==> config.mk <==
export PLATFORM = sky130hd
export DESIGN_NAME = power_button_sequencer_top_flat
export DESIGN_NICKNAME = d
export VERILOG_FILES = /design/src/rtl/core/pbs_pkg.sv /design/src/rtl/core/pbs_if.sv /design/src/rtl/core/pbs_cfg_regs.sv /design/src/rtl/core/pbs_fsm.sv /design/src/rtl/core/power_button_sequencer_top.sv /design/src/flat_wrapper.sv
export SDC_FILE = /design/constraint.sdc
export NUM_CORES = 1
export LEC_CHECK = 0
export BUFFER_PORTS_ARGS = -buffer_cell sky130_fd_sc_hd__buf_4
export CORE_ASPECT_RATIO = 0.8
export CORE_MARGIN = 2
export CORE_UTILIZATION = 25
export CTS_CLUSTER_DIAMETER = 60
export DETAILED_ROUTE_END_ITERATION = 6
export MAX_ROUTING_LAYER = met4
export PLACE_DENSITY = 0.42
export SETUP_SLACK_MARGIN = 0.3
export SYNTH_ARGS = -nofsm -noshare
export SYNTH_HDL_FRONTEND = slang
export SYNTH_SLANG_ARGS = --single-unit
export TNS_END_PERCENT = 50
==> constraint.sdc <==
create_clock -name clk -period 5.2 [get_ports clk]
set_input_delay 0.26 -clock clk [delete_from_list [all_inputs] [get_ports clk]]
set_output_delay 0.26 -clock clk [all_outputs]
set_load 0.05 [all_outputs]
==> src/rtl/core/pbs_pkg.sv <==
package pbs_pkg;

	localparam int CFG_IDX_W  = 4;
	localparam int CFG_DATA_W = 10;

	typedef enum logic [2:0] {
		ST_OFF      = 3'd0,
		ST_SPINUP   = 3'd1,
		ST_WAITHOST = 3'd2,
		ST_ON       = 3'd3,
		ST_REQUEST  = 3'd4,
		ST_WAIT     = 3'd5,
		ST_HOLD     = 3'd6
	} seq_state_t;

	typedef enum logic [CFG_IDX_W-1:0] {
		REG_BLINK_HALF    = 4'd0,
		REG_SPINUP        = 4'd1,
		REG_SHUTDOWN_WAIT = 4'd2,
		REG_RELEASE_HOLD  = 4'd3
	} cfg_reg_t;

	localparam logic [2:0] LED_OFF = 3'b000;
	localparam logic [2:0] LED_R   = 3'b001;
	localparam logic [2:0] LED_G   = 3'b010;
	localparam logic [2:0] LED_B   = 3'b100;

	localparam logic [7:0] BLINK_HALF_RST    = 8'd25;
	localparam logic [9:0] SPINUP_RST        = 10'd50;
	localparam logic [9:0] SHUTDOWN_WAIT_RST = 10'd800;
	localparam logic [9:0] RELEASE_HOLD_RST  = 10'd100;

	typedef struct packed {
		logic [7:0] blink_half_period;
		logic [9:0] spinup_ticks;
		logic [9:0] shutdown_wait_ticks;
		logic [9:0] release_hold_ticks;
	} cfg_t;

	typedef struct packed {
		logic [2:0] led_rgb;
		logic       fan_on;
		logic       host_power_on;
		logic       shutdown_request;
		logic [2:0] seq_state_code;
	} res_t;

endpackage

==> src/rtl/core/pbs_if.sv <==
interface pbs_in_if;
	logic valid;
	logic ready;
	logic switch_pressed;
	logic host_up;

	modport source (output valid, output switch_pressed, output host_up, input ready);
	modport sink (input valid, input switch_pressed, input host_up, output ready);
endinterface

interface pbs_out_if;
	logic       valid;
	logic       ready;
	logic [2:0] led_rgb;
	logic       fan_on;
	logic       host_power_on;
	logic       shutdown_request;
	logic [2:0] seq_state_code;

	modport source (
		output valid, output led_rgb, output fan_on, output host_power_on,
		output shutdown_request, output seq_state_code, input ready
	);
	modport sink (
		input valid, input led_rgb, input fan_on, input host_power_on,
		input shutdown_request, input seq_state_code, output ready
	);
endinterface

==> src/rtl/core/pbs_cfg_regs.sv <==
module pbs_cfg_regs (
	input  logic                           clk,
	input  logic                           arst_n,
	input  logic                           cfg_we,
	input  logic [pbs_pkg::CFG_IDX_W-1:0]  cfg_index,
	input  logic [pbs_pkg::CFG_DATA_W-1:0] cfg_wdata,
	output pbs_pkg::cfg_t                  cfg
);

	pbs_pkg::cfg_t cfg_q;

	always_ff @(posedge clk or negedge arst_n) begin
		if (!arst_n) begin
			cfg_q.blink_half_period   <= pbs_pkg::BLINK_HALF_RST;
			cfg_q.spinup_ticks        <= pbs_pkg::SPINUP_RST;
			cfg_q.shutdown_wait_ticks <= pbs_pkg::SHUTDOWN_WAIT_RST;
			cfg_q.release_hold_ticks  <= pbs_pkg::RELEASE_HOLD_RST;
		end else if (cfg_we) begin
			unique case (cfg_index)
				pbs_pkg::REG_BLINK_HALF:    cfg_q.blink_half_period   <= cfg_wdata[7:0];
				pbs_pkg::REG_SPINUP:        cfg_q.spinup_ticks        <= cfg_wdata[9:0];
				pbs_pkg::REG_SHUTDOWN_WAIT: cfg_q.shutdown_wait_ticks <= cfg_wdata[9:0];
				pbs_pkg::REG_RELEASE_HOLD:  cfg_q.release_hold_ticks  <= cfg_wdata[9:0];
				default: ;
			endcase
		end
	end

	assign cfg = cfg_q;

endmodule

==> src/rtl/core/pbs_fsm.sv <==
module pbs_fsm #(
	parameter int COUNTER_BITS = 10
) (
	input  logic          clk,
	input  logic          arst_n,
	input  logic          step,
	input  logic          sw,
	input  logic          host,
	input  pbs_pkg::cfg_t cfg,
	output pbs_pkg::res_t res
);

	localparam int CW = (COUNTER_BITS > 10) ? COUNTER_BITS : 10;
	localparam logic [COUNTER_BITS-1:0] CNT_MAX = {COUNTER_BITS{1'b1}};

	pbs_pkg::seq_state_t     state_q, state_d;
	logic [COUNTER_BITS-1:0] phase_q, phase_d, phase_inc;
	logic [7:0]              blink_cnt_q, blink_cnt_d;
	logic                    blink_q, blink_d;
	logic                    prev_sw_q, prev_host_q;
	logic [8:0]              blink_inc;
	logic                    press_ok, release_ok, host_ok, host_gone;
	logic [CW-1:0]           phase_ext;

	assign press_ok   = sw & prev_sw_q;
	assign release_ok = ~sw & ~prev_sw_q;
	assign host_ok    = host & prev_host_q;
	assign host_gone  = ~host & ~prev_host_q;

	// saturating count
	assign phase_inc = (phase_q == CNT_MAX) ? phase_q : phase_q + 1'b1;
	assign phase_ext = CW'(phase_inc);

	always_comb begin
		blink_inc = {1'b0, blink_cnt_q} + 9'd1;
		if (blink_inc >= {1'b0, cfg.blink_half_period}) begin
			blink_cnt_d = 8'd0;
			blink_d     = ~blink_q;
		end else begin
			blink_cnt_d = blink_inc[7:0];
			blink_d     = blink_q;
		end
	end

	always_comb begin
		state_d = state_q;
		phase_d = phase_q;
		unique case (state_q)
			pbs_pkg::ST_SPINUP: begin
				phase_d = phase_inc;
				if (phase_ext >= CW'(cfg.spinup_ticks))
					state_d = pbs_pkg::ST_WAITHOST;
			end
			pbs_pkg::ST_WAITHOST: begin
				if (host_ok)
					state_d = pbs_pkg::ST_ON;
			end
			pbs_pkg::ST_ON: begin
				if (host_gone) begin
					state_d = pbs_pkg::ST_WAIT;
					phase_d = '0;
				end else if (host && release_ok) begin
					state_d = pbs_pkg::ST_REQUEST;
				end
			end
			pbs_pkg::ST_REQUEST: begin
				if (host_gone) begin
					state_d = pbs_pkg::ST_WAIT;
					phase_d = '0;
				end
			end
			pbs_pkg::ST_WAIT: begin
				phase_d = phase_inc;
				if (phase_ext >= CW'(cfg.shutdown_wait_ticks)) begin
					state_d = pbs_pkg::ST_HOLD;
					phase_d = '0;
				end
			end
			pbs_pkg::ST_HOLD: begin
				if (sw) begin
					phase_d = '0;
				end else begin
					phase_d = phase_inc;
					if (phase_ext >= CW'(cfg.release_hold_ticks)) begin
						state_d = pbs_pkg::ST_OFF;
						phase_d = '0;
					end
				end
			end
			default: begin
				// off, and the unused code falls back to off
				state_d = pbs_pkg::ST_OFF;
				if (press_ok) begin
					phase_d = '0;
					state_d = (cfg.spinup_ticks == 10'd0) ? pbs_pkg::ST_WAITHOST
						: pbs_pkg::ST_SPINUP;
				end
			end
		endcase
	end

	// result reflects the state after this word's update
	always_comb begin
		res.fan_on           = 1'b0;
		res.host_power_on    = 1'b0;
		res.shutdown_request = 1'b0;
		res.seq_state_code   = state_d;
		unique case (state_d)
			pbs_pkg::ST_SPINUP: begin
				res.led_rgb = blink_d ? pbs_pkg::LED_G : pbs_pkg::LED_OFF;
				res.fan_on  = 1'b1;
			end
			pbs_pkg::ST_WAITHOST: begin
				res.led_rgb       = blink_d ? pbs_pkg::LED_G : pbs_pkg::LED_OFF;
				res.fan_on        = 1'b1;
				res.host_power_on = 1'b1;
			end
			pbs_pkg::ST_ON: begin
				res.led_rgb       = pbs_pkg::LED_G;
				res.fan_on        = 1'b1;
				res.host_power_on = 1'b1;
			end
			pbs_pkg::ST_REQUEST: begin
				res.led_rgb          = blink_d ? pbs_pkg::LED_R : pbs_pkg::LED_OFF;
				res.fan_on           = 1'b1;
				res.host_power_on    = 1'b1;
				res.shutdown_request = 1'b1;
			end
			pbs_pkg::ST_WAIT: begin
				res.led_rgb       = pbs_pkg::LED_R | pbs_pkg::LED_B;
				res.fan_on        = 1'b1;
				res.host_power_on = 1'b1;
			end
			pbs_pkg::ST_HOLD: begin
				res.led_rgb = pbs_pkg::LED_B;
			end
			default: begin
				res.led_rgb = pbs_pkg::LED_R;
			end
		endcase
	end

	always_ff @(posedge clk or negedge arst_n) begin
		if (!arst_n) begin
			state_q     <= pbs_pkg::ST_OFF;
			phase_q     <= '0;
			blink_cnt_q <= 8'd0;
			blink_q     <= 1'b0;
			prev_sw_q   <= 1'b0;
			prev_host_q <= 1'b0;
		end else if (step) begin
			state_q     <= state_d;
			phase_q     <= phase_d;
			blink_cnt_q <= blink_cnt_d;
			blink_q     <= blink_d;
			prev_sw_q   <= sw;
			prev_host_q <= host;
		end
	end

	a_idle_holds: assert property (@(posedge clk) disable iff (!arst_n)
		!step |=> $stable(state_q) && $stable(phase_q) && $stable(blink_q))
		else $error("sequencer state moved without a word");

	a_hold_press_clears: assert property (@(posedge clk) disable iff (!arst_n)
		step && state_q == pbs_pkg::ST_HOLD && sw |=>
			state_q == pbs_pkg::ST_HOLD && phase_q == '0)
		else $error("press in hold did not restart release count");

	a_off_exits: assert property (@(posedge clk) disable iff (!arst_n)
		step && state_q == pbs_pkg::ST_OFF |=>
			state_q == pbs_pkg::ST_OFF || state_q == pbs_pkg::ST_SPINUP
			|| state_q == pbs_pkg::ST_WAITHOST)
		else $error("illegal exit from off");

endmodule

==> src/rtl/core/power_button_sequencer_top.sv <==
// A word accepted goes to the input register; its result goes to the output register once that is free or read.
// Throughput: one word per clock; while a result waits the input register still
// takes one word, and the input stalls once both registers are full.
// Reset (arst_n low, asynchronous): sequencer off, all counters and history cleared,
// registers back to blink 25, spin-up 50, shutdown wait 800, release hold 100 ticks.
module power_button_sequencer_top #(
	parameter int COUNTER_BITS = 10
) (
	input  logic                           clk,
	input  logic                           arst_n,
	pbs_in_if.sink                         in_ch,
	pbs_out_if.source                      out_ch,
	input  logic                           cfg_we,
	input  logic [pbs_pkg::CFG_IDX_W-1:0]  cfg_index,
	input  logic [pbs_pkg::CFG_DATA_W-1:0] cfg_wdata
);

	pbs_pkg::cfg_t cfg;
	pbs_pkg::res_t res_next;
	pbs_pkg::res_t res_s2;
	logic          valid_s1, valid_s2;
	logic          sw_s1, host_s1;
	logic          advance, in_take;

	assign advance = valid_s1 && (!valid_s2 || out_ch.ready);
	assign in_ch.ready = !valid_s1 || advance;
	assign in_take = in_ch.valid && in_ch.ready;

	pbs_cfg_regs u_cfg (
		.clk       (clk),
		.arst_n    (arst_n),
		.cfg_we    (cfg_we),
		.cfg_index (cfg_index),
		.cfg_wdata (cfg_wdata),
		.cfg       (cfg)
	);

	pbs_fsm #(
		.COUNTER_BITS (COUNTER_BITS)
	) u_fsm (
		.clk    (clk),
		.arst_n (arst_n),
		.step   (advance),
		.sw     (sw_s1),
		.host   (host_s1),
		.cfg    (cfg),
		.res    (res_next)
	);

	always_ff @(posedge clk or negedge arst_n) begin
		if (!arst_n) begin
			valid_s1 <= 1'b0;
		end else if (in_take) begin
			valid_s1 <= 1'b1;
		end else if (advance) begin
			valid_s1 <= 1'b0;
		end
	end

	always_ff @(posedge clk) begin
		if (in_take) begin
			sw_s1   <= in_ch.switch_pressed;
			host_s1 <= in_ch.host_up;
		end
	end

	always_ff @(posedge clk or negedge arst_n) begin
		if (!arst_n) begin
			valid_s2 <= 1'b0;
		end else if (advance) begin
			valid_s2 <= 1'b1;
		end else if (out_ch.ready) begin
			valid_s2 <= 1'b0;
		end
	end

	always_ff @(posedge clk) begin
		if (advance) begin
			res_s2 <= res_next;
		end
	end

	assign out_ch.valid            = valid_s2;
	assign out_ch.led_rgb          = res_s2.led_rgb;
	assign out_ch.fan_on           = res_s2.fan_on;
	assign out_ch.host_power_on    = res_s2.host_power_on;
	assign out_ch.shutdown_request = res_s2.shutdown_request;
	assign out_ch.seq_state_code   = res_s2.seq_state_code;

	a_no_overwrite_s1: assert property (@(posedge clk) disable iff (!arst_n)
		valid_s1 && !advance |=> valid_s1 && $stable(sw_s1) && $stable(host_s1))
		else $error("pending word dropped from input register");

	a_no_overwrite_s2: assert property (@(posedge clk) disable iff (!arst_n)
		valid_s2 && !out_ch.ready |-> !advance)
		else $error("result register overwritten while waiting");

	a_req_only_in_request: assert property (@(posedge clk) disable iff (!arst_n)
		valid_s2 |-> out_ch.shutdown_request
			== (out_ch.seq_state_code == pbs_pkg::ST_REQUEST))
		else $error("shutdown request out of step with state");

	a_power_needs_fan: assert property (@(posedge clk) disable iff (!arst_n)
		valid_s2 && out_ch.host_power_on |-> out_ch.fan_on)
		else $error("host power on without fan");

endmodule
==> src/flat_wrapper.sv <==
// flat-port wrapper written by rule: the top's interface ports become plain ports
module power_button_sequencer_top_flat 
#(
	parameter int COUNTER_BITS = 10
)
  (clk, arst_n, cfg_we, cfg_index, cfg_wdata, in_ch_valid, in_ch_switch_pressed, in_ch_host_up, in_ch_ready, out_ch_valid, out_ch_led_rgb, out_ch_fan_on, out_ch_host_power_on, out_ch_shutdown_request, out_ch_seq_state_code, out_ch_ready);
  pbs_in_if in_ch_i ();
  pbs_out_if out_ch_i ();
  input  logic clk;
  input  logic arst_n;
  input  logic cfg_we;
  input  logic [pbs_pkg::CFG_IDX_W-1:0] cfg_index;
  input  logic [pbs_pkg::CFG_DATA_W-1:0] cfg_wdata;
  input wire logic [$bits(in_ch_i.valid)-1:0] in_ch_valid;
  input wire logic [$bits(in_ch_i.switch_pressed)-1:0] in_ch_switch_pressed;
  input wire logic [$bits(in_ch_i.host_up)-1:0] in_ch_host_up;
  output wire logic [$bits(in_ch_i.ready)-1:0] in_ch_ready;
  output wire logic [$bits(out_ch_i.valid)-1:0] out_ch_valid;
  output wire logic [$bits(out_ch_i.led_rgb)-1:0] out_ch_led_rgb;
  output wire logic [$bits(out_ch_i.fan_on)-1:0] out_ch_fan_on;
  output wire logic [$bits(out_ch_i.host_power_on)-1:0] out_ch_host_power_on;
  output wire logic [$bits(out_ch_i.shutdown_request)-1:0] out_ch_shutdown_request;
  output wire logic [$bits(out_ch_i.seq_state_code)-1:0] out_ch_seq_state_code;
  input wire logic [$bits(out_ch_i.ready)-1:0] out_ch_ready;
  assign in_ch_i.valid = in_ch_valid;
  assign in_ch_i.switch_pressed = in_ch_switch_pressed;
  assign in_ch_i.host_up = in_ch_host_up;
  assign in_ch_ready = in_ch_i.ready;
  assign out_ch_valid = out_ch_i.valid;
  assign out_ch_led_rgb = out_ch_i.led_rgb;
  assign out_ch_fan_on = out_ch_i.fan_on;
  assign out_ch_host_power_on = out_ch_i.host_power_on;
  assign out_ch_shutdown_request = out_ch_i.shutdown_request;
  assign out_ch_seq_state_code = out_ch_i.seq_state_code;
  assign out_ch_i.ready = out_ch_ready;
  power_button_sequencer_top #(.COUNTER_BITS(COUNTER_BITS)) u_core (.clk(clk), .arst_n(arst_n), .in_ch(in_ch_i), .out_ch(out_ch_i), .cfg_we(cfg_we), .cfg_index(cfg_index), .cfg_wdata(cfg_wdata));
endmodule
# == Word level (Yosys, flattened, before mapping) ==
# Index checks and enable logic that the tools add are counted.
# word_totals
ff_bits,75
latch_bits,0
mem_bits_rw,0
mem_bits_ro,0
input_bits,21
out_inout_bits,11
n_memories,0
# op_classes
addsub,2
n_mul,0
n_div,0
magnitude_cmp,4
eq_ne,17
shift,0
muxes,30
bitwise,10
n_reduce_logical,21
# op_table
op,n
$mux W10,6
$pmux W10 S5,1
$ge A10 B10 Y1,3
$mux W3,8
$eq A3 B3 Y1 const B,6
$pmux W3 S6,1
$pmux W3 S5,1
$eq A3 B2 Y1 const B,4
$add A10 B1 Y10 const B,1
$eq A10 B10 Y1 const B,1
$logic_not A10 Y1,1
$add A8 B1 Y9 const B,1
$ge A9 B8 Y1,1
$mux W1,9
$eq A4 B2 Y1 const B,2
$mux W8,1
$reduce_and A2 Y1,4
$eq A3 B1 Y1 const B,2
$mux W2,3
$not A1 Y1,6
$reduce_bool A5 Y1,1
$reduce_or A5 Y1,1
$and A1 B1 Y1,4
$eq A4 B1 Y1 const B,1
9 further kinds,15

# == Depth between registers and ports, before layout ==
# depth
word_depth,9
depth_mapped,15
mapped_depth_nobuf,13

# == Cells and area by module ==
# A second synthesis with hierarchy kept.
# unflattened
hier_cells,432
hier_area_um2,4536.9
# modules_own_cells
module,instances,cells_each,area_each_um2
pbs_fsm,1,329,2621.3
pbs_cfg_regs,1,84,1481.4
power_button_sequencer_top,1,19,434.2

# == Least setup slack after synthesis ==
# No wires, ideal clock.
# synth_timing
kind,register -> register
start,register u_core.u_fsm.phase_q[0]
end,"register u_core.res_s2, in the netlist u_core.out_ch.led_rgb[1] (data pin)"
setup_time_ns,0.261
t_arrival_ns,3.008
t_required_ns,4.939
setup_slack_ns,1.931
stages_incl_launch_ff,14
path_buffers,0
synth_period_minus_slack_ns,3.269
cell_sequence,dfrtp_1 ha_1 nand3_2 nor3_1 nor2_1 xnor2_1 ha_1 a211o_1 a21oi_1 o21ai_1 a22oi_2 a21oi_2 and2_4 maj3_2
# synth_rtl
element,line,text
"start, declared",pbs_fsm.sv:17,"logic [COUNTER_BITS-1:0] phase_q, phase_d, phase_inc;"
"start signal, assigned",pbs_fsm.sv:153,phase_q <= phase_d;
"end signal, assigned",power_button_sequencer_top.sv:79,res_s2 <= res_next;
"end, declared",power_button_sequencer_top.sv:20,pbs_pkg::res_t res_s2;

# == Worst setup path after layout ==
# layout_timing
start,register u_core.u_fsm.phase_q[0]
end,register u_core.u_fsm.phase_q[0]
# layout_via
elab_chain_cells,6
word_cells_on_any_way,9
classes_between,1 x add/sub; 2 x order compare; 1 x eq/ne; 5 x mux
# layout_lines
element,line,text
$add A10 B1 Y10 or $eq A10 B10 Y1 (tied branches),pbs_fsm.sv:31,assign phase_inc = (phase_q == CNT_MAX) ? phase_q : phase_q + 1'b1;
$mux W10 *,pbs_fsm.sv:31,
$ge A10 B10 Y1,pbs_fsm.sv:84,if (phase_ext >= CW'(cfg.release_hold_ticks)) begin
$mux W10,pbs_fsm.sv:84,
$mux W10,pbs_fsm.sv:80,if (sw) begin
$pmux W10 S5 *,pbs_fsm.sv:48,unique case (state_q)
# Every way passes the cells marked *; elsewhere a longest branch is shown, timed or not.
# A chain may end at the register's enable or synchronous reset.

==> flow_metrics.env <==
export IMPL_synth_cell_types=57
export IMPL_post_cts_setup_buffer_count=0
export IMPL_route_detailed_drc=0
export IMPL_synth_area_leaders="dfrtp_1, ha_1, edfxtp_1, dfstp_2, mux2_2"
export IMPL_dr_first_iter_drc_count=235
export IMPL_root_buffer="clkbuf_16"
export IMPL_synth_seq_area_share_pct=44.4
export IMPL_dieArea_um2=18600
export IMPL_port_buffers=31
export IMPL_drv_slew=0
export IMPL_synthFlopType="dfrtp_1"
export IMPL_cts_buffer_depth=2
export IMPL_min_period_ns=4.03
export IMPL_clock_sinks=75
export IMPL_arrival_ns=4.28
export IMPL_n_antenna_cell=0
export IMPL_die_h_um=122
export IMPL_synth_edf_count=11
export IMPL_dpl_cell_area_um2=4880
export IMPL_cts_hold_buf=0
export IMPL_cts_buffers=9
export IMPL_ir_drop_uv=174
export IMPL_initial_core_util_pct=25.4
export IMPL_synth_area_mux_share_pct=5.91
export IMPL_synth_compound_area_share_pct=17.0
export IMPL_power_density_nw_per_um2=460
export IMPL_die_x_um=152
export IMPL_yosys_area_top_type="dfrtp_1"
export IMPL_instances_no_fill=702
export IMPL_syn_num_nets=497
export IMPL_rsz0062_at_grt="no"
export IMPL_num_rows=43
export IMPL_final_common_cell="nand2_1"
export IMPL_yosys_area_share_simple_pct=14.0
export IMPL_drive_above_1_share_pct=21.4
export IMPL_slew_headroom_pct=39.3
export IMPL_pre_cts_ws_ns=1.19
export IMPL_grt_max_degree=65
export IMPL_cts_tree="built"
export IMPL_clk_latency_ns=0.33
export IMPL_core_um2=17300
export IMPL_worstSetupStartpointType="flop"
export IMPL_synthArstFlopShare_pct=85.3
export IMPL_wl_per_cell_um=14.7
export IMPL_htreeDepth=3
export IMPL_skew_ns=0.00512
export IMPL_grt_usage_pct=11.8
export IMPL_fin_ws_ns=1.17
export IMPL_io_pins=32
export IMPL_power_leakage_nw=2.27
export IMPL_postRouteAntennaNets=0
export IMPL_end_kind="flop"
export IMPL_num_fill_cells=1817
export IMPL_finalSetupTns_ns=0
export IMPL_critPathKind="flop to flop"
export IMPL_grt_pass1_vias=3133
export IMPL_antenna_found_initial=0
export IMPL_outcome="finished, final reports clean"
export IMPL_post_cts_resized=0
export IMPL_place_gp_congestion=0.825
export IMPL_synth_seq_cells=75
export IMPL_dp_cells=686
export IMPL_yosysWarnings=0
export IMPL_fin_nets=533
export IMPL_syn_area_um2=4380
export IMPL_fin_util_pct=29.9
export IMPL_hpwl_um=7640
export IMPL_drv_cap=0
export IMPL_syn_area_per_cell_um2=10.1
export IMPL_syn_to_final_growth_pct=17.8
export IMPL_worst_slew_pin_transition_ns=0.910
export IMPL_clkTransAtPathRegs_ns=0.06
export IMPL_routed_wl_um=10400
export IMPL_synth_xor_area_share_pct=2.40
export IMPL_final_cell_mix="nand2_1, dfrtp_1, inv_1"
export IMPL_setup_violations=0
export IMPL_fin_area_um2=5160
export IMPL_r2r_cells=13
export IMPL_fmax_mhz=248
export IMPL_vias_per_cell=4.68
export IMPL_synth_top_cell_area_share_pct=29.7
export IMPL_finalCritPeriodShare_pct=77.6
export IMPL_worst_path_max_fanout=11
export IMPL_crit_required_ns=5.45
export IMPL_hold_viol=0
export IMPL_synth_top_family_by_area="compound AO/OA/AOI/OAI gates"
export IMPL_grt_pass1_wl_um=16700
export IMPL_hold_class="input pin to asynchronous set/reset pin"
export IMPL_grt_ovfl_total=0
export IMPL_syn_inst=436
export IMPL_vias=3282
export IMPL_drtPass1Iterations=5
export IMPL_synthAdderAreaFrac_pct=11.7
-- Yosys cell counts (9+ instances only) --
library cell,number
edfxtp_1,11
dfrtp_1,52
o21ai_0,37
nand2_1,60
nand3_1,12
a32o_1,9
a21oi_1,12
inv_1,43
dfstp_2,12
mux2_2,23
ha_1,40
nor2_1,24
-- critical path: stages, from the launching register on --
cell and delay, ns:
dfrtp_1 0.42, ha_1 0.23, nand3_2 0.15, nor3_1 0.48, o21ai_0 0.15, o21ai_0 0.30
ha_1 0.40, a21oi_1 0.18, a211oi_2 0.11, a2111oi_4 0.28, a21oi_1 0.12, o2bb2ai_1 0.74
nand3_1 0.16, a41oi_1 0.23
-- state kept, by name (all words and copies together) (netlist names) --
name / flops
u_core.u_fsm.prev_host_q: 1
u_core.out_ch.shutdown_request: 1
u_core.out_ch.fan_on: 1
u_core.u_fsm.prev_sw_q: 1
u_core.valid_s1: 1
u_core.out_ch.led_rgb: 3
u_core.out_ch.host_power_on: 1
u_core.u_fsm.blink_cnt_q: 8
u_core.sw_s1: 1
u_core.out_ch.seq_state_code: 3
u_core.u_fsm.blink_q: 1
u_core.u_fsm.phase_q: 10
u_core.u_cfg.cfg: 38
u_core.out_ch.valid: 1
u_core.host_s1: 1
u_core.u_fsm.state_q: 3
-- final timing paths --
path / startpoint / end / slack [ns]
worst min-delay path: arst_n / u_core.u_fsm.blink_cnt_q[6] / 0.02
min in group clk: in_ch_host_up / u_core.host_s1 / 0.10
worst min register to register: u_core.u_fsm.blink_q / u_core.u_fsm.blink_q / 0.49
worst max-delay path: u_core.u_fsm.phase_q[0] / u_core.u_fsm.phase_q[0] / 1.17
worst max register to register: u_core.u_fsm.phase_q[0] / u_core.u_fsm.phase_q[0] / 1.17
max in group asynchronous: arst_n / u_core.u_cfg.cfg[28] / 4.59
-- power by group --
part | leakage, nW | total (W) | internal [W] | switching [W]
Combinational | 1.24 | 0.000876 | 0.000343 | 0.000532
Sequential | 0.884 | 0.000891 | 0.000777 | 0.000115
Clock | 0.141 | 0.000610 | 0.000368 | 0.000242
-- cell families (layout without fill, tap and decap cells) --
group / count (synthesis) / in the layout
buffers and inverters: 53 / 94
adders and majority gates: 41 / 41
and+or+nand+nor: 131 / 131
muxes: 23 / 23
AOI/OAI and AO/OA: 101 / 101
DFF: 75 / 75
xor gates and xnor gates: 12 / 12
-- routing by layer --
layer	up-vias	part of all wire [%]	global-route usage (%)
li1	1615	-	-
met1	1593	54	17.0
met2	68	41	16.3
met3	6	3.7	2.75
met4	0	1.0	3.33
met5	-	0	-
-- through the flow --
stage	power, W	hold slack (ns)
2_1_floorplan	0.00154	-0.0356
3_3_place_gp	0.00177	0.431
3_5_place_dp	0.00178	0.434
4_1_cts	0.00241	0.0687
5_1_grt	0.00256	0.0876
6_report	0.00238	0.0163
-- layout make-up --
cell class                 count  area [µm²]  area share (%)
tap                          225         282            5.45
multi-input combinational    308        2230            43.2
clock buffer                  10         229            4.43
timing repair buffer          34         255            4.94
sequential                    75        1950            37.7
inverter                      44         165            3.20
clock inverter                 6        56.3            1.09
Note: power is estimated with default switching activity, not from simulation.
